<file path="src/hw/rtl/blc_pkg.sv">
// ---------------------------------------------------------------------------
// blc_pkg
// Shared constants for the 3d box line clipper: widths, register indexes.
// ---------------------------------------------------------------------------
package blc_pkg;

    localparam int BLC_COORD_WIDTH   = 32;
    localparam int BLC_FRACTION_BITS = 16;
    // fraction bits of the line parameter t, range 0 to 1.0 inclusive
    localparam int BLC_T_FRAC        = 32;
    localparam int BLC_IDX_W         = 3;

    localparam logic [BLC_IDX_W-1:0] REG_X_LOW  = 3'd0;
    localparam logic [BLC_IDX_W-1:0] REG_X_HIGH = 3'd1;
    localparam logic [BLC_IDX_W-1:0] REG_Y_LOW  = 3'd2;
    localparam logic [BLC_IDX_W-1:0] REG_Y_HIGH = 3'd3;
    localparam logic [BLC_IDX_W-1:0] REG_Z_LOW  = 3'd4;
    localparam logic [BLC_IDX_W-1:0] REG_Z_HIGH = 3'd5;

endpackage

</file>
<file path="src/hw/rtl/blc_tdiv.sv">
// ---------------------------------------------------------------------------
// blc_tdiv
// Pipelined restoring divider, one quotient bit per stage: q = floor(a*2^T/b).
// ---------------------------------------------------------------------------
module blc_tdiv #(
    parameter int DW = blc_pkg::BLC_COORD_WIDTH + 2
) (
    input  logic                          i_clk,
    input  logic [blc_pkg::BLC_T_FRAC:0]  i_en,
    input  logic [DW-1:0]                 i_a,
    input  logic [DW-1:0]                 i_b,
    output logic [blc_pkg::BLC_T_FRAC:0]  o_q
);
    import blc_pkg::*;

    localparam int NS = BLC_T_FRAC + 1;

    logic [DW-1:0] r_rem [NS];
    logic [DW-1:0] r_den [NS];
    logic [NS-1:0] r_quo [NS];

    for (genvar j = 0; j < NS; j++) begin : g_stage
        logic [DW:0]   n_sh;
        logic [DW-1:0] n_den;
        logic [NS-1:0] n_prev;
        logic [DW-1:0] n_rem;
        logic [NS-1:0] n_quo;

        if (j == 0) begin : g_first
            assign n_sh   = {1'b0, i_a};
            assign n_den  = i_b;
            assign n_prev = '0;
        end else begin : g_next
            assign n_sh   = {r_rem[j-1], 1'b0};
            assign n_den  = r_den[j-1];
            assign n_prev = r_quo[j-1];
        end

        always_comb begin
            if (n_sh >= {1'b0, n_den}) begin
                n_rem = DW'(n_sh - {1'b0, n_den});
                n_quo = {n_prev[NS-2:0], 1'b1};
            end else begin
                n_rem = DW'(n_sh);
                n_quo = {n_prev[NS-2:0], 1'b0};
            end
        end

        always_ff @(posedge i_clk) begin
            if (i_en[j]) begin
                r_rem[j] <= n_rem;
                r_den[j] <= n_den;
                r_quo[j] <= n_quo;
            end
        end
    end

    assign o_q = r_quo[NS-1];

endmodule

</file>
<file path="config.mk">
export PLATFORM = sky130hd
export DESIGN_NAME = blc_tdiv
export DESIGN_NICKNAME = d
export VERILOG_FILES = /design/src/hw/rtl/blc_pkg.sv /design/src/hw/rtl/blc_tdiv.sv
export SDC_FILE = /design/constraint.sdc
export NUM_CORES = 2
export LEC_CHECK = 0
export BUFFER_PORTS_ARGS = -buffer_cell sky130_fd_sc_hd__buf_2
export CORE_ASPECT_RATIO = 0.7
export CORE_UTILIZATION = 50
export DETAILED_ROUTE_END_ITERATION = 7
export GPL_TIMING_DRIVEN = 0
export PLACE_DENSITY_LB_ADDON = 0.25
export SLEW_MARGIN = 20
export SYNTH_ARGS = -nofsm -noshare
export SYNTH_HDL_FRONTEND = slang
export SYNTH_SLANG_ARGS = --single-unit
</file>
<file path="constraint.sdc">
create_clock -name i_clk -period 4.06 [get_ports i_clk]
set_input_delay 0.406 -clock i_clk [delete_from_list [all_inputs] [get_ports i_clk]]
set_output_delay 0.406 -clock i_clk [all_outputs]
set_load 0.1 [all_outputs]
</file>
Yosys cells after proc, flatten, opt, wreduce, memory -nomap -nowiden
Memories as Yosys holds them, arrays and structs flattened.
Cells that the tools add are included.
Widths: inputs -> output; s select.
- memory bits (writable): 3333
- bits in registers: 0
- memories kept: 3
- magnitude comparators: 33
- muxes and demuxes: 132
- add/sub/neg operators: 33
- memory list (memory ; depth ; bits a word ; rd ports ; clocked after memory_dff ; write ports ; RTL line ; text):
    r_den ; 33 ; 34 ; 32 ; 0 ; 33 ; blc_tdiv.sv:19 ; logic [DW-1:0] r_den [NS];
    r_rem ; 33 ; 34 ; 32 ; 0 ; 33 ; blc_tdiv.sv:18 ; logic [DW-1:0] r_rem [NS];
    r_quo ; 33 ; 33 ; 33 ; 0 ; 33 ; blc_tdiv.sv:20 ; logic [NS-1:0] r_quo [NS];
- operators by type and width (kind ; number):
    $mux 34 ; 33
    $sub 34x34->34 ; 33
    $ge 35x34->1 ; 32
    $mux 1 ; 99
    $ge 34x34->1 ; 1

Depth between registers and ports, before layout
An unclocked memory read counts as a cell.
- depth after elaboration: 3
- depth in mapped cells: 16
- depth with buffers taken out: 14

Worst setup path before layout
Ideal clock, no wire load.
- kind: flip-flop to flip-flop
- start: memory r_rem[0][68] in the netlist's numbering
- end: memory r_rem[0][107] in the netlist's numbering, data pin
- data arrival time: 3.693 ns
- setup time: 0.260 ns
- path slack: 0.107 ns
- stages on the path, launching flop included: 13
- data required time: 3.800 ns
- cells stage by stage: edfxtp_1 -> ha_1 -> nor2b_1 -> o31a_1 -> o41a_1 -> o311a_1 -> o211ai_2 -> a21oi_2 -> a31o_1 -> o211a_1 -> a2111oi_4 -> buf_6 -> mux2_4
- RTL lines (element ; RTL line):
    start: declaration ; blc_tdiv.sv:18

==> summary.txt <==
Finish
  • Layout Cells excl Fill: 18.2k
  • Multi-input gate area: between 60000 and 70000 um2
  • Layout Utilization: ~57%
  • Filler Cells Inserted: ~25k
  • Reg area: ~82000 um2
  • Commonest non-fill, non-tap cells in the layout: edfxtp_1 (2737), inv_1 (1413), ha_1 (1113)
  • Layout overhead on the synthesized area: 12.6%
  • Layout cells sized above 1: between 10% and 20%
  • Nets: around 15k
  • Post-route cell area: roughly 170000 um2
  • Most common library cell in the layout ignoring fill and taps: edfxtp_1

Setup path
  • Crit-path max FO: 10
  • Reg2reg path depth: 12
  • Critical path type: flip-flop to flip-flop
  • CP endpoint kind: flip-flop
  • Worst Path Required: between 4 and 5 ns
  • Critical Path Source Type: flip-flop
  • Arrival @ worst endpoint: about 4.7 ns
  • FF-to-FF Start: r_rem[0][817]$_DFFE_PP_
  • Reg2reg end: r_rem[0][867]$_DFFE_PP_
  • R2r setup slk: -0.05 ns

Synthesis
  • Synth Warn #: 0
  • Seq cells post-synth: about 2.7k
  • Mapped Avg Cell Area: 11.4 um2
  • EDFF count, synth: approximately 2.7k
  • Syn Nets: 14.6k
  • Cell Area, Synth: ~150000 um2
  • Cells after synthesis: 13.4k
  • Synth unique cells: 89
  • Post-synth ARST share: 0%
  • Register area share after synthesis: a little over half
  • Predominant post-synthesis flop cell: edfxtp_1

Drt
  • Number of DRC markers in iteration 0: approximately 11k
  • ANT nets after route: 0
  • Routed WL per cell: ~22 um
  • DRC errors left: 0
  • Vias per cell: 5.77
  • DRT Pass-1 Iters: 6
  • Routed vias: about 110k
  • Final wirelength: between 400000 and 500000 um

GRT
  • Initial antenna violation count: 12
  • Overall routing resource usage: 25.4%
  • Largest net degree at the start of global routing: 73
  • First-pass GRT wire length: between 600000 and 700000 um
  • Number of global-route vias before repair: just under 100k
  • GRT overflow: 0

Pwr
  • P_int: around 88000 uW
  • Psw: around 56000 uW
  • Combinational share of power: roughly half
  • Maximum VDD drop: just under 0.4 mV
  • Clock network fraction of total power: between 10% and 20%
  • Net Sw Frac: slightly below 40%
  • Pwr per Cell Area: approximately 840 nW/um2
  • Leakage: 0.0705 uW
  • Flop pwr share: about a third

STA
  • Final Skew: ~0.057 ns
  • Worst-margin pin slew: about 1.2 ns
  • Final setup fails: 8
  • Post-route setup slack: -0.0477 ns
  • Final worst-path cycle share: 101%
  • Highest clock rate: about 240 MHz
  • Relative slew slack: a little under a quarter
  • Setup_tns: -0.110 ns
  • Tmin final: just over 4 ns
  • Slew Limit Fails: 0
  • Final count of hold timing violations: 0

Floorplanning
  • Chip Height: ~460 um
  • Total core area: between 300000 and 400000 um2
  • Chip width: 663 um
  • I/O pin count: roughly 140
  • Area of the die: about 310000 um2
  • Floorplan row count: approximately 170
  • Starting Density: ~50%

Outcome
  • Failing checks: negative setup slack
  • Outcome: finished, violations left

Place
  • Buffers on Ports: 134
  • Routability congestion estimate: about 0.96
  • HPWL after DPL: between 300000 and 400000 um
  • Placed Instance Area: 160000 um2
  • Placed cell count: about 18k
  • Worst slack at placement: -1.31 ns

Job
  • Max-cap violations: 0

Clock network
  • Root Driver: clkbuf_16
  • Clock transition at path regs: ~0.07 ns
  • TritonCTS Buffers: 287
  • Clock tree buffer depth: 4
  • Clock sinks: approximately 2.7k
  • CTS H-tree depth: 5
  • Clock Latency Late Sink: a little under 0.9 ns
  • TritonCTS clock tree: yes

Min path
  • Hold Crit Start: i_en[12]
  • Worst Hold End: r_rem[0][434]$_DFFE_PP_
  • Hold WC Path Type: primary input to flip-flop
  • Hold Path Depth: 1
stage by stage:
step | power, uW | hold slack, ns
after floorplan | 95100 | 0.400
after detailed placement | 114000 | 0.405
after global routing | 153000 | 0.0244
final | 144000 | 0.0613
after CTS | 142000 | 0.0162
after global placement | 113000 | 0.401
power by group through the flow:
| stage | clock network [uW] | logic, uW | registers (uW) |
|---|---|---|---|
| detailed placement | 0 | 65900 | 47700 |
| CTS | 27200 | 67700 | 47200 |
| finish | 26600 | 70400 | 47200 |
| floorplan | 0 | 49900 | 45200 |
| global placement | 0 | 65300 | 47800 |
| global route | 28200 | 77100 | 47800 |
synth_stat cells (all sizes together), types with 119 or more instances:
library cell  instances  area [um2]
a21o                609        4570
nor3                150         756
edfxtp             2737       82200
nand4               178        1110
xnor2               631        5530
o21bai              151        1130
mux2                506        5880
xor2                320        2800
ha                 1121       14000
nand2               878        3300
nor2                687        2580
nor2b               119         744
a21oi              1115        5580
o21ai               842        4220
clkbuf              262         983
inv                1416        5320
a31oi               134         838
nand3               215        1080
o21a                130         976
nand2b              129         807
sequential cells by signal, summed over array words and instances, names as in the netlist:
name,cells
r_den,1088
r_quo,561
r_rem,1088
worst max-delay path by stage:
stage | to | cells past startpoint | start | slack, ns
2_1_floorplan | r_rem[0][107]$_DFFE_PP_ | 12 | r_rem[0][68]$_SDFFCE_PN0P_ | 0.11
3_3_place_gp | r_rem[0][946]$_DFFE_PP_ | 12 | r_rem[0][887]$_DFFE_PP_ | -1.79
3_5_place_dp | r_rem[0][847]$_DFFE_PP_ | 13 | r_rem[0][786]$_DFFE_PP_ | -1.31
4_1_cts | r_rem[0][809]$_DFFE_PP_ | 14 | r_rem[0][749]$_DFFE_PP_ | 0.0009
5_1_grt | r_rem[0][867]$_DFFE_PP_ | 12 | r_rem[0][817]$_DFFE_PP_ | -0.04
6_report | r_rem[0][867]$_DFFE_PP_ | 12 | r_rem[0][817]$_DFFE_PP_ | -0.05
logic make-up after synthesis:
| logic type | after synthesis | synth area share [%] |
|---|---|---|
| AO/OA/AOI/OAI | 3562 | 14.5 |
| XOR/XNOR | 951 | 5.45 |
| adder cells (fa/ha/maj) | 1153 | 9.59 |
| buffers and inverters | 1726 | 4.29 |
| flip-flops | 2737 | 53.7 |
| multiplexers | 533 | 4.02 |
| AND/OR/NAND/NOR | 2713 | 8.36 |
per-layer routing:
layer / GRT usage, % / share of wire, % / routed length (um) / vias up
met1: 39.1 / 48 / 193000 / 50800
li1: - / - / - / 50400
met5: 0 / 0.0094 / 38 / -
met3: 5.84 / 8.9 / 35900 / 509
met4: 6.58 / 2.7 / 10900 / 6
met2: 35.8 / 40 / 163000 / 3600
area by class of cell:
class / count / area share [%]
inverter: 1416 / 3.09
antenna: 3 / 0.00436
buffer: 302 / 0.900
timing repair buffer: 350 / 1.97
clock buffer: 341 / 4.45
sequential: 2737 / 47.7
multi-input combinational: 8912 / 38.0
clock inverter: 162 / 0.951
tap: 4018 / 2.92
critical path, cell delays in order (launching register included):
cell and delay [ns]:
edfxtp_1 0.43, ha_1 0.44, nand3_2 0.28, o21bai_1 0.33, a31oi_4 0.27, a21oi_1 0.16, o21ai_2 0.32, a211oi_2 0.19
o211a_1 0.43, nor2_2 0.25, buf_4 0.30, buf_2 0.30, a21oi_1 0.12
what timing repair did:
item,4_1_cts,5_1_grt
pin swaps,28,46
endpoints found under the hold margin,715,0
hold buffers,99,0
setup endpoints to repair,1040,934
gates cloned,0,1
gates resized for setup,224,250
setup buffers,44,37
Power figures use the tool's default switching activity.
